<file path="src/hw/rtl/rrdp_pkg.sv">
// Package for the register reply datagram parser.
// Holds register indexes, status codes and the CRC8 byte step.
// No dependencies.
package rrdp_pkg;

    // Configuration register indexes
    localparam logic [1:0] CFG_SYNC_BYTE      = 2'd0;
    localparam logic [1:0] CFG_MASTER_ADDRESS = 2'd1;
    localparam logic [1:0] CFG_EXPECTED_REG   = 2'd2;

    // Configuration reset values
    localparam logic [7:0] SYNC_BYTE_RST      = 8'd5;
    localparam logic [7:0] MASTER_ADDRESS_RST = 8'd255;
    localparam logic [6:0] EXPECTED_REG_RST   = 7'd0;

    // Reply status codes
    localparam logic STATUS_OK      = 1'b0;
    localparam logic STATUS_CRC_ERR = 1'b1;

    // Byte positions inside a datagram
    localparam logic [2:0] POS_HUNT    = 3'd0;
    localparam logic [2:0] POS_ADDRESS = 3'd1;
    localparam logic [2:0] POS_REG     = 3'd2;
    localparam logic [2:0] POS_CRC     = 3'd7;

    localparam logic [7:0] CRC_POLY = 8'h07;

    // CRC8, poly 0x07, one byte taken LSB first
    function automatic logic [7:0] crc8_byte(input logic [7:0] crc, input logic [7:0] b);
        logic [7:0] c;
        logic       fb;
        c = crc;
        for (int i = 0; i < 8; i++) begin
            fb = c[7] ^ b[i];
            c  = {c[6:0], 1'b0};
            if (fb) begin
                c = c ^ CRC_POLY;
            end
        end
        return c;
    endfunction

endpackage

</file>
<file path="src/hw/rtl/register_reply_datagram_parser.sv">
// Register reply datagram parser: top level.
// Hunts for 8-byte register reply datagrams in a received byte stream.
// Depends on rrdp_pkg.
//
// Usage:
//   Input channel (i_in_valid / o_in_stall) carries one received byte per
//   item in i_rx_byte, with i_new_request clearing the hunt before that byte.
//   Output channel (o_out_valid / i_out_stall) carries one result per
//   complete datagram: o_reg_value (data bytes, big-endian) and
//   o_reply_status (0 ok, 1 CRC mismatch). Other bytes give no result.
//   Configuration: i_cfg_we writes i_cfg_wdata to the register selected by
//   i_cfg_idx (0 sync byte, 1 master address, 2 expected register); write
//   only while the block is idle.
// Timing:
//   An item is taken into an input register, then checked and folded into
//   the hunt state and the result register once the result register is
//   free to take it. One item per cycle is sustained while no stalled result
//   holds the output; the CRC8 byte step is a single parallel update.
// Reset (synchronous, active low) restores the register defaults and empties
//   the hunt. A stalled result holds; the input register then stalls the
//   input channel once it is full as well.
module register_reply_datagram_parser
    import rrdp_pkg::*;
(
    input  logic        i_clk,
    input  logic        i_rst_n,
    input  logic        i_cfg_we,
    input  logic [1:0]  i_cfg_idx,
    input  logic [7:0]  i_cfg_wdata,
    input  logic        i_in_valid,
    output logic        o_in_stall,
    input  logic [7:0]  i_rx_byte,
    input  logic        i_new_request,
    output logic        o_out_valid,
    input  logic        i_out_stall,
    output logic        o_reply_status,
    output logic [31:0] o_reg_value
);

    // Configuration registers
    logic [7:0]  r_sync_byte;
    logic [7:0]  r_master_address;
    logic [6:0]  r_expected_reg;

    // Input register
    logic        r_in_valid;
    logic [7:0]  r_rx_byte;
    logic        r_new_req;

    // Hunt state
    logic [2:0]  r_cnt, n_cnt;
    logic [7:0]  r_crc, n_crc;
    logic [31:0] r_data, n_data;

    // Result register
    logic        r_out_valid;
    logic        r_status, n_status;
    logic [31:0] r_value;

    logic        out_ready;
    logic        adv;
    logic        emit;
    logic [2:0]  cur_cnt;
    logic [7:0]  cur_crc;
    logic [31:0] cur_data;
    logic        is_sync;
    logic        drop;
    logic [7:0]  crc_seed;
    logic [7:0]  crc_new;

    assign out_ready  = !r_out_valid || !i_out_stall;
    assign adv        = r_in_valid && out_ready;
    assign o_in_stall = r_in_valid && !adv;

    // Configuration writes
    always_ff @(posedge i_clk) begin
        if (!i_rst_n) begin
            r_sync_byte      <= SYNC_BYTE_RST;
            r_master_address <= MASTER_ADDRESS_RST;
            r_expected_reg   <= EXPECTED_REG_RST;
        end else if (i_cfg_we) begin
            case (i_cfg_idx)
                CFG_SYNC_BYTE:      r_sync_byte      <= i_cfg_wdata;
                CFG_MASTER_ADDRESS: r_master_address <= i_cfg_wdata;
                CFG_EXPECTED_REG:   r_expected_reg   <= i_cfg_wdata[6:0];
                default: ;
            endcase
        end
    end

    // Input register
    always_ff @(posedge i_clk) begin
        if (!i_rst_n) begin
            r_in_valid <= 1'b0;
        end else if (!o_in_stall) begin
            r_in_valid <= i_in_valid;
        end
    end

    always_ff @(posedge i_clk) begin
        if (i_in_valid && !o_in_stall) begin
            r_rx_byte <= i_rx_byte;
            r_new_req <= i_new_request;
        end
    end

    // State as seen by this byte, after an optional new-request clear
    assign cur_cnt  = r_new_req ? POS_HUNT : r_cnt;
    assign cur_crc  = r_new_req ? 8'd0 : r_crc;
    assign cur_data = r_new_req ? 32'd0 : r_data;
    assign is_sync  = (r_rx_byte == r_sync_byte);

    // Candidate dropped on a wrong address or register byte
    always_comb begin
        case (cur_cnt)
            POS_ADDRESS: drop = (r_rx_byte != r_master_address);
            POS_REG:     drop = (r_rx_byte != {1'b0, r_expected_reg});
            default:     drop = 1'b0;
        endcase
    end

    // One shared CRC step; a fresh start seeds it with zero
    assign crc_seed = ((cur_cnt == POS_HUNT) || drop) ? 8'd0 : cur_crc;
    assign crc_new  = crc8_byte(crc_seed, r_rx_byte);

    // Next hunt state and result
    always_comb begin
        n_cnt    = cur_cnt;
        n_crc    = cur_crc;
        n_data   = cur_data;
        emit     = 1'b0;
        n_status = (r_rx_byte == cur_crc) ? STATUS_OK : STATUS_CRC_ERR;
        case (cur_cnt)
            POS_HUNT: begin
                if (is_sync) begin
                    n_cnt  = POS_ADDRESS;
                    n_crc  = crc_new;
                    n_data = 32'd0;
                end
            end
            POS_ADDRESS, POS_REG: begin
                if (drop) begin
                    n_cnt  = is_sync ? POS_ADDRESS : POS_HUNT;
                    n_crc  = is_sync ? crc_new : 8'd0;
                    n_data = 32'd0;
                end else begin
                    n_cnt = cur_cnt + 3'd1;
                    n_crc = crc_new;
                end
            end
            POS_CRC: begin
                emit   = 1'b1;
                n_cnt  = POS_HUNT;
                n_crc  = 8'd0;
                n_data = 32'd0;
            end
            default: begin
                n_cnt  = cur_cnt + 3'd1;
                n_crc  = crc_new;
                n_data = {cur_data[23:0], r_rx_byte};
            end
        endcase
    end

    // Hunt state registers
    always_ff @(posedge i_clk) begin
        if (!i_rst_n) begin
            r_cnt  <= POS_HUNT;
            r_crc  <= 8'd0;
            r_data <= 32'd0;
        end else if (adv) begin
            r_cnt  <= n_cnt;
            r_crc  <= n_crc;
            r_data <= n_data;
        end
    end

    // Result register
    always_ff @(posedge i_clk) begin
        if (!i_rst_n) begin
            r_out_valid <= 1'b0;
        end else if (out_ready) begin
            r_out_valid <= adv && emit;
        end
    end

    always_ff @(posedge i_clk) begin
        if (adv && emit) begin
            r_status <= n_status;
            r_value  <= cur_data;
        end
    end

    assign o_out_valid    = r_out_valid;
    assign o_reply_status = r_status;
    assign o_reg_value    = r_value;

    // Checks
    a_reset_empty: assert property (@(posedge i_clk) !i_rst_n |=> !o_out_valid)
        else $error("result valid right after reset");

    a_emit_on_crc_byte: assert property (@(posedge i_clk) disable iff (!i_rst_n)
        (adv && emit) |-> (r_cnt == POS_CRC && !r_new_req))
        else $error("result issued outside the CRC byte");

    a_data_clear_early: assert property (@(posedge i_clk) disable iff (!i_rst_n)
        (r_cnt == POS_HUNT || r_cnt == POS_ADDRESS || r_cnt == POS_REG)
        |-> (r_data == 32'd0))
        else $error("data bytes held before the data field");

    a_stall_needs_item: assert property (@(posedge i_clk) disable iff (!i_rst_n)
        o_in_stall |-> (r_in_valid && r_out_valid && i_out_stall))
        else $error("input stalled without a blocked result");

endmodule

</file>
<file path="config.mk">
export PLATFORM = sky130hd
export DESIGN_NAME = register_reply_datagram_parser
export DESIGN_NICKNAME = d
export VERILOG_FILES = /design/src/hw/rtl/rrdp_pkg.sv /design/src/hw/rtl/register_reply_datagram_parser.sv
export SDC_FILE = /design/constraint.sdc
export NUM_CORES = 1
export LEC_CHECK = 0
export BUFFER_PORTS_ARGS = -buffer_cell sky130_fd_sc_hd__buf_2
export CAP_MARGIN = 20
export CELL_PAD_IN_SITES_DETAIL_PLACEMENT = 0
export CELL_PAD_IN_SITES_GLOBAL_PLACEMENT = 1
export CORE_MARGIN = 1
export CORE_UTILIZATION = 41
export DETAILED_ROUTE_END_ITERATION = 8
export PLACE_DENSITY = 0.87
export SLEW_MARGIN = 20
export SYNTH_ARGS = -nofsm -noshare
export SYNTH_HDL_FRONTEND = slang
export SYNTH_SLANG_ARGS = --single-unit
</file>
<file path="constraint.sdc">
create_clock -name i_clk -period 2.98 [get_ports i_clk]
set_input_delay 0.596 -clock i_clk [delete_from_list [all_inputs] [get_ports i_clk]]
set_output_delay 0.596 -clock i_clk [all_outputs]
set_load 0.02 [all_outputs]
</file>
-- Yosys cells after proc, flatten, opt, wreduce, memory -nomap -nowiden
Cells that the tools add are included.
- add/subtract/negate cells: 1
- eq/ne operators: 9
- muxes and demuxes: 26
- bitwise gates (word level): 16
- reductions and logical operators: 16
- operators by type and width (operator ; number):
    32-bit two-way mux ; 3
    32-bit case mux with 3 select lines ; 1
    8-bit two-way mux ; 5
    3-bit two-way mux ; 11
    3-bit NOT ; 8
    8-bit case mux with 3 select lines ; 1
    8-bit equality test ; 2
    3-bit case mux with 3 select lines ; 1
    8-bit by 7-bit != test with 1-bit output ; 1
    8-bit != test ; 1
    1-bit bitwise XOR ; 8
    2-bit AND reduction ; 3
    1-bit logical AND ; 4
    1-bit zero test ; 4
    3-bit by 1-bit adder with 3-bit output, second input constant ; 1
    3-bit by 1-bit equality test with 1-bit output, second input constant ; 1
    3-bit by 2-bit equality test with 1-bit output, second input constant ; 1
    3-bit equality test, second input constant ; 1
    3-bit zero test ; 1
    1-bit two-way mux ; 3
    2-bit by 1-bit equality test with 1-bit output, second input constant ; 1
    2-bit equality test, second input constant ; 1
    2-bit zero test ; 1
    1-bit logical OR ; 2
    2 further kinds ; 2
- flip-flop bits (word level): 110
- input port bits: 24
- output and inout bits: 35
- word-level logic and storage cells: 80

-- Longest topological paths before layout
Gate-level depths: netlist of run 1.
- depth in word-level cells: 24
- mapped depth: 14
- mapped depth without buffers: 12

-- Worst setup path after synthesis of run 1
OpenSTA, ideal clock, no wires.
- path type: register -> register
- start: register r_new_req
- end: register r_crc[2]
- library setup time: 0.117 ns
- arrival time: 3.120 ns
- data required time: 2.863 ns
- path slack: -0.257 ns
- cell stages (with the launch flop): 14
- buffers on the path: 2
- clock period less this slack: 3.237 ns
- cells stage by stage: edfxtp_1 clkbuf_1 buf_1 nor2b_1 ha_1 inv_1 a2111oi_0 o22ai_1 a2111o_1 o41ai_2 xnor2_1 xor2_1 xnor2_1 o21ai_1
- longest elaborated chain between the ends: 14
- elaborated cells on any way between the ends: 28
- classes of those cells: eq/ne: 3; mux: 13; bitwise: 9; reduce/logical: 3
- ends and longest elaborated chain (item ; RTL line ; source):
    from (decl) ; register_reply_datagram_parser.sv:48 ; logic r_new_req;
    from (signal assigned) ; register_reply_datagram_parser.sv:103 ; r_new_req <= i_new_request;
    3-bit two-way mux ; register_reply_datagram_parser.sv:108 ; assign cur_cnt = r_new_req ? POS_HUNT : r_cnt;
    3-bit by 2-bit equality test with 1-bit output or 3-bit by 1-bit equality test with 1-bit output (tied branches) ; register_reply_datagram_parser.sv:115, register_reply_datagram_parser.sv:133 ;
    1-bit case mux with 2 select lines ; register_reply_datagram_parser.sv:115 ; case (cur_cnt)
    1-bit logical OR ; register_reply_datagram_parser.sv:123 ; assign crc_seed = ((cur_cnt == POS_HUNT) || drop) ? 8'd0 : cur_crc;
    8-bit two-way mux ; register_reply_datagram_parser.sv:123 ;
    1-bit bitwise XOR or 3-bit NOT (tied branches) ; n/a ;
    3-bit two-way mux ; rrdp_pkg.sv:36 ; if (fb) begin
    1-bit bitwise XOR or 3-bit NOT (tied branches) ; n/a ;
    3-bit two-way mux ; rrdp_pkg.sv:36 ;
    3-bit NOT (no source line) or 1-bit bitwise XOR (tied branches) ; n/a ;
    3-bit two-way mux ; rrdp_pkg.sv:36 ;
    8-bit two-way mux ; register_reply_datagram_parser.sv:144 ; n_crc = is_sync ? crc_new : 8'd0;
    8-bit two-way mux ; register_reply_datagram_parser.sv:142 ; if (drop) begin
    8-bit case mux with 3 select lines * ; register_reply_datagram_parser.sv:133 ; case (cur_cnt)
    to (signal assigned) ; register_reply_datagram_parser.sv:173 ; r_crc <= n_crc;
    to (decl) ; register_reply_datagram_parser.sv:52 ; logic [7:0] r_crc, n_crc;
Every way passes the cells marked *; elsewhere a longest branch is shown, timed or not.
A chain may end at the register's enable or synchronous reset.

-- Final worst setup path of run 1
- start: register r_new_req
- end: register r_crc[3]
- longest elaborated chain between the ends: 14
- elaborated cells on any way between the ends: 25
- classes of those cells: eq/ne: 3; mux: 12; bitwise: 7; reduce/logical: 3
- ends and longest elaborated chain (item ; RTL line ; source):
    3-bit two-way mux ; register_reply_datagram_parser.sv:108 ;
    3-bit by 2-bit equality test with 1-bit output or 3-bit by 1-bit equality test with 1-bit output (tied branches) ; register_reply_datagram_parser.sv:115, register_reply_datagram_parser.sv:133 ;
    1-bit case mux with 2 select lines ; register_reply_datagram_parser.sv:115 ;
    1-bit logical OR ; register_reply_datagram_parser.sv:123 ;
    8-bit two-way mux ; register_reply_datagram_parser.sv:123 ;
    1-bit bitwise XOR ; rrdp_pkg.sv:34 ; fb = c[7] ^ b[i];
    3-bit two-way mux ; rrdp_pkg.sv:36 ;
    3-bit NOT (no source line) ; n/a ;
    3-bit two-way mux ; rrdp_pkg.sv:36 ;
    3-bit NOT (no source line) ; n/a ;
    3-bit two-way mux ; rrdp_pkg.sv:36 ;
    8-bit two-way mux ; register_reply_datagram_parser.sv:144 ;
    8-bit two-way mux ; register_reply_datagram_parser.sv:142 ;
    8-bit case mux with 3 select lines * ; register_reply_datagram_parser.sv:133 ;
Marked as above.

==> results by group, run 1 <==
Global routing
  – Global route overflow: 0
  – Initial antenna violation count: 0
  – First-pass GRT wire length: between 15 and 20 mm
  – Met2 usage: 0.271
  – Number of global-route vias before repair: ~3.5k
  – Total global-route track usage: 0.171
  – Grt peak-use layer: met2
  – Grt met1 use: 0.218
  – GR Layer Usage met3: 0.0340
  – Largest net degree at the start of global routing: 46

Drt
  – DRC viols: 0
  – WL per Instance: about 15 um
  – Initial drt markers: around 210
  – TritonRoute pass-1 iters: 4
  – Post-Route WL: about 11 mm
  – DRT antenna net count: 0
  – Vias per cell: just over 5
  – DR vias: roughly 3.7k

Die
  – Die W: approximately 110 um
  – Chip Height: 114 um
  – Die ar.: 12,900 sq um
  – Row count: 40
  – Core area: approximately 12,000 sq um
  – Top Ports: ~60
  – Initial Util: 0.423

Placed design
  – Pre-CTS setup slack: -0.0380 ns
  – Placed cell count: roughly 700
  – Routability Congestion: between 0.9 and 1
  – HPWL Detailed: 7.36 mm
  – PortBufs: 58

Timing
  – Slew headroom: 0.368
  – Fin crit share: 0.957
  – Post-layout min period: between 2 and 3 ns
  – Final hold viol count: 0
  – Final WS setup: between 0.1 and 0.15 ns
  – Worst Tran Pin Value: 0.940 ns
  – Clock skew: 0.0111 ns
  – Fin. max-slew vios: 0
  – FMAX: 351 MHz
  – Final setup viols: 0

Yosys
  – Main combinational cell family by area after synthesis: simple AND/OR/NAND/NOR gates
  – Synthesized area: just over 5000 sq um
  – Primary FF master, synth: dfxtp_1
  – Mux contribution to synthesized area: 0.0334
  – Fraction of registers with async set/reset: 0
  – Synth Area in Adders: 0.0123
  – Synth Register Bits: 110
  – Syn Area/Cell: roughly 11 sq um
  – Xor and xnor area share after synthesis: 0.0805
  – Compound-Gate Fraction of Synth Area: 0.131
  – Post-Synth Simple-Gate Area: 0.193
  – Mapped Nets: roughly 510
  – Distinct cells, synth: slightly below 60
  – Synth warn: 0
  – Cells after Synth: just under 500
  – Post-synth EDFFs: 42
  – Part of the Yosys area used for sequential elements: 0.514

Worst setup path
  – Critical Path Slowest Stage Cell: edfxtp_1
  – Critical Path AT: about 3.1 ns
  – Slowest stage delay, CP: 0.47 ns
  – Crit-path cells: inv_2, nand2_2, ha_4, a222oi_1, o22ai_1, a2111o_1, buf_4, o21ai_4, nand3_1, xnor2_1, and3_1, o31a_1
  – Worst EP required: about 3.2 ns
  – Crit path launch type: flip-flop
  – Crit-path max FO: 7
  – Crit Path Category: reg -> reg
  – Critical Path End Type: flip-flop

Finish
  – Highest-count cells in the layout ignoring fill and taps: nor2b_1, dfxtp_1, buf_2
  – Post-route core utilization: 0.500
  – Synth-to-layout area growth: 18.3%
  – Non-Filler Instances: roughly 700
  – Diodes inserted: 0
  – Leading cell type in the layout, fill and taps excluded: nor2b_1
  – NumNets Final: roughly 580
  – Share of post-route cells with drive strength above 1: 0.214

Power
  – LEAKAGE: ~2.4 nW
  – Pwr Density: roughly 510 nW/um^2
  – Overall Power: ~3.1 mW
  – Peak VDD IR: about 0.00042 V

Clock tree
  – H-tree depth: 3
  – Clk buf depth: 2
  – Clock latency on the worst-skew pair: 0.36 ns
  – Clock buffer count from CTS: 9
  – Clock Tree Root: clkbuf_16
  – CTS Sinks: between 100 and 150
  – Worst-path clk slew: about 0.08 ns
  – CTS tree: built
  – # hold bufs at CTS: 0

Job
  – Max-cap violations: 0

Status
  – Status: finished clean

Min path
  – Worst hold path class: in -> reg
through the flow:
step           hold slack [ns]  instance area, sq um  TNS (ns)
2_1_floorplan            0.461                  5140         0
6_report                 0.415                  6030         0
3_3_place_gp             0.477                  5680         0
3_5_place_dp             0.489                  5680   -0.0726
4_1_cts                  0.405                  5970         0
5_1_grt                  0.410                  6030    -0.143
layer usage:
layer,up-vias,wire [um]
li1,1823,-
met1,1718,4770
met2,95,5100
met3,20,400
met4,0,266
met5,-,0
where the power goes:
part | internal [mW] | switching (mW) | total (mW)
logic | 0.149 | 0.172 | 0.321
clock network | 0.586 | 0.576 | 1.16
registers | 1.58 | 0.0306 | 1.61
logic make-up after synthesis:
group           Yosys count
fa+ha+maj                 5
buf+inv                  44
xor+xnor                 46
mux                      17
compound gates           85
flops                   110
simple gates            175
worst max-delay path, delay by kind of cell (launching register included):
kind,cells,cell delay [ns]
buffers and inverters,2,0.29
AOI/OAI and AO/OA,5,1.18
xor gates and xnor gates,1,0.18
and+or+nand+nor,3,0.43
adders and majority gates,1,0.20
DFF,1,0.47
final cells by class:
class,instances,area (sq um)
Fill cell,1088,6030
Tap cell,168,210
Timing Repair Buffer,83,490
Multi-Input combinational cell,328,2370
Clock buffer,9,225
Clock inverter,7,66.3
Sequential cell,110,2620
Inverter,14,52.6
path summary, 6_finish.rpt:
kind	end	slack (ns)	cells after the start	startpoint
min	r_new_req	0.42	1	i_new_request
min reg2reg	r_master_address[4]	0.50	2	r_master_address[4]
max	r_crc[3]	0.13	12	r_new_req
max reg2reg	r_crc[3]	0.13	12	r_new_req
cells in the mapped netlist (12+ instances only):
library cell  number  area share
nor2b_1           85        0.10
inv_1             12      0.0088
nand2_1           32       0.024
edfxtp_1          42        0.25
nor2_1            17       0.013
xnor2_1           32       0.055
nand3_1           13       0.013
clkbuf_1          19       0.014
a22oi_1           37       0.054
dfxtp_1           68        0.27
mux2i_1           17       0.033
xor2_1            13       0.022
what timing repair did:
action / in CTS / in global routing
pin swaps: 0 / 3
setup endpoints to repair: 2 / 41
gates resized for setup: 0 / 7
setup buffers: 1 / 3
(Power assumes the default switching activity.)
==> run 2: changes to the inputs <==
- REMOVE_ABC_BUFFERS: not set -> 1
==> run 2 against run 1 <==
Against the previous run:
- routed wire length decreased by 0.22%
- register-to-register slack got worse by 0.03 ns
- worst hold slack got worse by 0.0035 ns
- power increased by 2.2%
- clock skew about the same
- combinational power about the same
- sequential cell count unchanged
- non-clock buffer count increased by 2
- worst setup slack got worse by 0.031 ns
- global-route usage increased by 0.24 points
- largest power group unchanged
- highest routed layer unchanged
==> results by group, run 2 (synthesized netlist as in run 1, its figures left out) <==
Status
  – Status: finished clean

Global routing
  – Initial antenna violation count: 0 (unchanged)
  – Number of global-route vias before repair: 3,471 (+0.23%)
  – Global route overflow: 0 (unchanged)
  – Total global-route track usage: 0.173 (+0.00243)
  – Largest net degree at the start of global routing: 44 (-4.3%)
  – First-pass GRT wire length: 17.4 mm (+2.4%)

Timing
  – Fin. max-slew vios: 0 (unchanged)
  – Worst Tran Pin Value: 0.887 ns (-0.0537 ns)
  – Final setup viols: 0 (unchanged)
  – Clock skew: 0.0112 ns (+0.000124 ns)
  – Fin crit share: 0.967 (+0.0105)
  – FMAX: 347 MHz (-1.1%)
  – Final hold viol count: 0 (unchanged)
  – Hold Slack: 0.412 ns (-0.00349 ns)
  – Post-layout min period: 2.88 ns (+0.0314 ns)
  – Slew headroom: 0.404 (+0.0361)

Power
  – Switching Fraction: 0.242 (-0.0102)
  – Pint: 2.39 mW (+3.5%)
  – Combinational power share: 0.101 (-0.003)
  – LEAKAGE: 2.41 nW (+1.4%)
  – Peak VDD IR: 0.000462 V (+10%)
  – Pwr Density: 521 nW/um^2 (+1.6%)
  – Clk pwr share: 0.389 (+0.013)
  – Sw power: 0.763 mW (-2.0%)
  – Register share of total power: 0.510 (-0.010)

Finish
  – Synth-to-layout area growth: 18.9%
  – Diodes inserted: 0 (unchanged)
  – NumNets Final: 577 (+0.35%)
  – Share of post-route cells with drive strength above 1: 0.217 (+0.00284)
  – Leading cell type in the layout, fill and taps excluded: nor2b_1
  – Non-Filler Instances: 721 (+0.28%)
  – Highest-count cells in the layout ignoring fill and taps: nor2b_1, dfxtp_1, buf_2

Placed design
  – Routability Congestion: 0.949 (+3.6%)
  – Placed cell count: 702 (+0.43%)
  – PortBufs: 58 (unchanged)
  – HPWL Detailed: 7.30 mm (-0.78%)

Clock tree
  – # hold bufs at CTS: 0 (unchanged)
  – Clock buffer count from CTS: 9 (unchanged)
  – Worst-path clk slew: 0.07 ns (about the same)
  – Clk buf depth: 2 (unchanged)
  – H-tree depth: 3 (unchanged)
  – Clock Tree Root: clkbuf_16
  – Clock latency on the worst-skew pair: 0.36 ns (about the same)
  – CTS tree: built
  – CTS Sinks: 110 (unchanged)

Die
  – Die ar.: 12,900 sq um (unchanged)
  – Top Ports: 59 (unchanged)
  – Initial Util: 0.423 (unchanged)
  – Row count: 40 (unchanged)
  – Die W: 114 um (unchanged)
  – Core area: 12,100 sq um (unchanged)
  – Chip Height: 114 um (unchanged)

Min path
  – Worst hold path class: in -> reg

Worst setup path
  – Worst EP required: 3.23 ns (about the same)
  – Critical Path End Type: flip-flop
  – Crit Path Category: reg -> reg
  – Crit-path max FO: 8 (+1)
  – Crit path launch type: flip-flop
  – Critical Path AT: 3.13 ns (+0.03 ns)

Drt
  – Post-Route WL: 10.5 mm (-0.22%)
  – DRC viols: 0 (unchanged)
  – DRT antenna net count: 0 (unchanged)
  – TritonRoute pass-1 iters: 4 (unchanged)
  – DR vias: 3,715 (+1.6%)
  – Initial drt markers: 165 (-23%)
  – WL per Instance: 14.6 um (-0.50%)
  – Vias per cell: 5.15 (+1.3%)

Job
  – Max-cap violations: 0 (unchanged)
run 2: stage by stage:
stage | cell area [sq um] | worst slack (ns) | util | setup TNS, ns | power, mW
floorplan | 4970 | -1.21 | - | -42.26 | 1.84
global placement | 5670 | 0.146 | 0.470 | 0 | 1.94
detailed placement | 5670 | -0.110 | 0.470 | -0.709 | 1.95
CTS | 6000 | 0.0494 | 0.498 | 0 | 3.18
global route | 6060 | -0.0242 | 0.503 | -0.0399 | 3.28
finish | 6060 | 0.0973 | 0.503 | 0 | 3.16
run 2: final cells by class:
| cell class | count | area (sq um) |
|---|---|---|
| Fill cell | 1092 | 6000 |
| Sequential cell | 110 | 2620 |
| Multi-Input combinational cell | 328 | 2360 |
| Timing Repair Buffer | 85 | 505 |
| Clock buffer | 10 | 229 |
| Tap cell | 168 | 210 |
| Clock inverter | 6 | 82.6 |
| Inverter | 14 | 52.6 |
run 2: final timing paths:
kind | slack (ns) | end | start | depth (start not counted)
worst max-delay path | 0.1 | r_crc[0] | r_new_req | 12
worst min-delay path | 0.41 | r_rx_byte[1] | i_rx_byte[1] | 1
worst max register to register | 0.1 | r_crc[0] | r_new_req | 12
worst min register to register | 0.50 | r_sync_byte[2] | r_sync_byte[2] | 2
run 2: power groups by stage:
stage	registers, mW	clock network [mW]	logic (mW)
final	1.61	1.23	0.320
after CTS	1.61	1.26	0.312
after floorplan	1.65	0	0.183
after global placement	1.64	0	0.299
after global routing	1.61	1.32	0.347
after detailed placement	1.64	0	0.306
run 2: what timing repair did:
item | 4_1_cts | 5_1_grt
setup endpoints to repair | 40 | 40
setup buffers | 1 | 2
cloned | 0 | 0
pin swaps | 0 | 1
gates resized for setup | 3 | 11
run 2: per-layer routing:
metal / global-route usage / routed length (um)
met4: 0.0561 / 197
met1: 0.217 / 4700
met3: 0.0494 / 487
met2: 0.288 / 5130
met5: 0 / 0
run 2: critical path: stages, from the launching register on:
cell	delay, ns
edfxtp_1	0.43
buf_4	0.16
nand2b_4	0.17
inv_2	0.08
a2111oi_2	0.34
o22ai_1	0.12
a2111o_1	0.34
buf_4	0.18
nor4_1	0.28
a311oi_1	0.09
xor2_1	0.17
buf_4	0.16
a32o_1	0.25
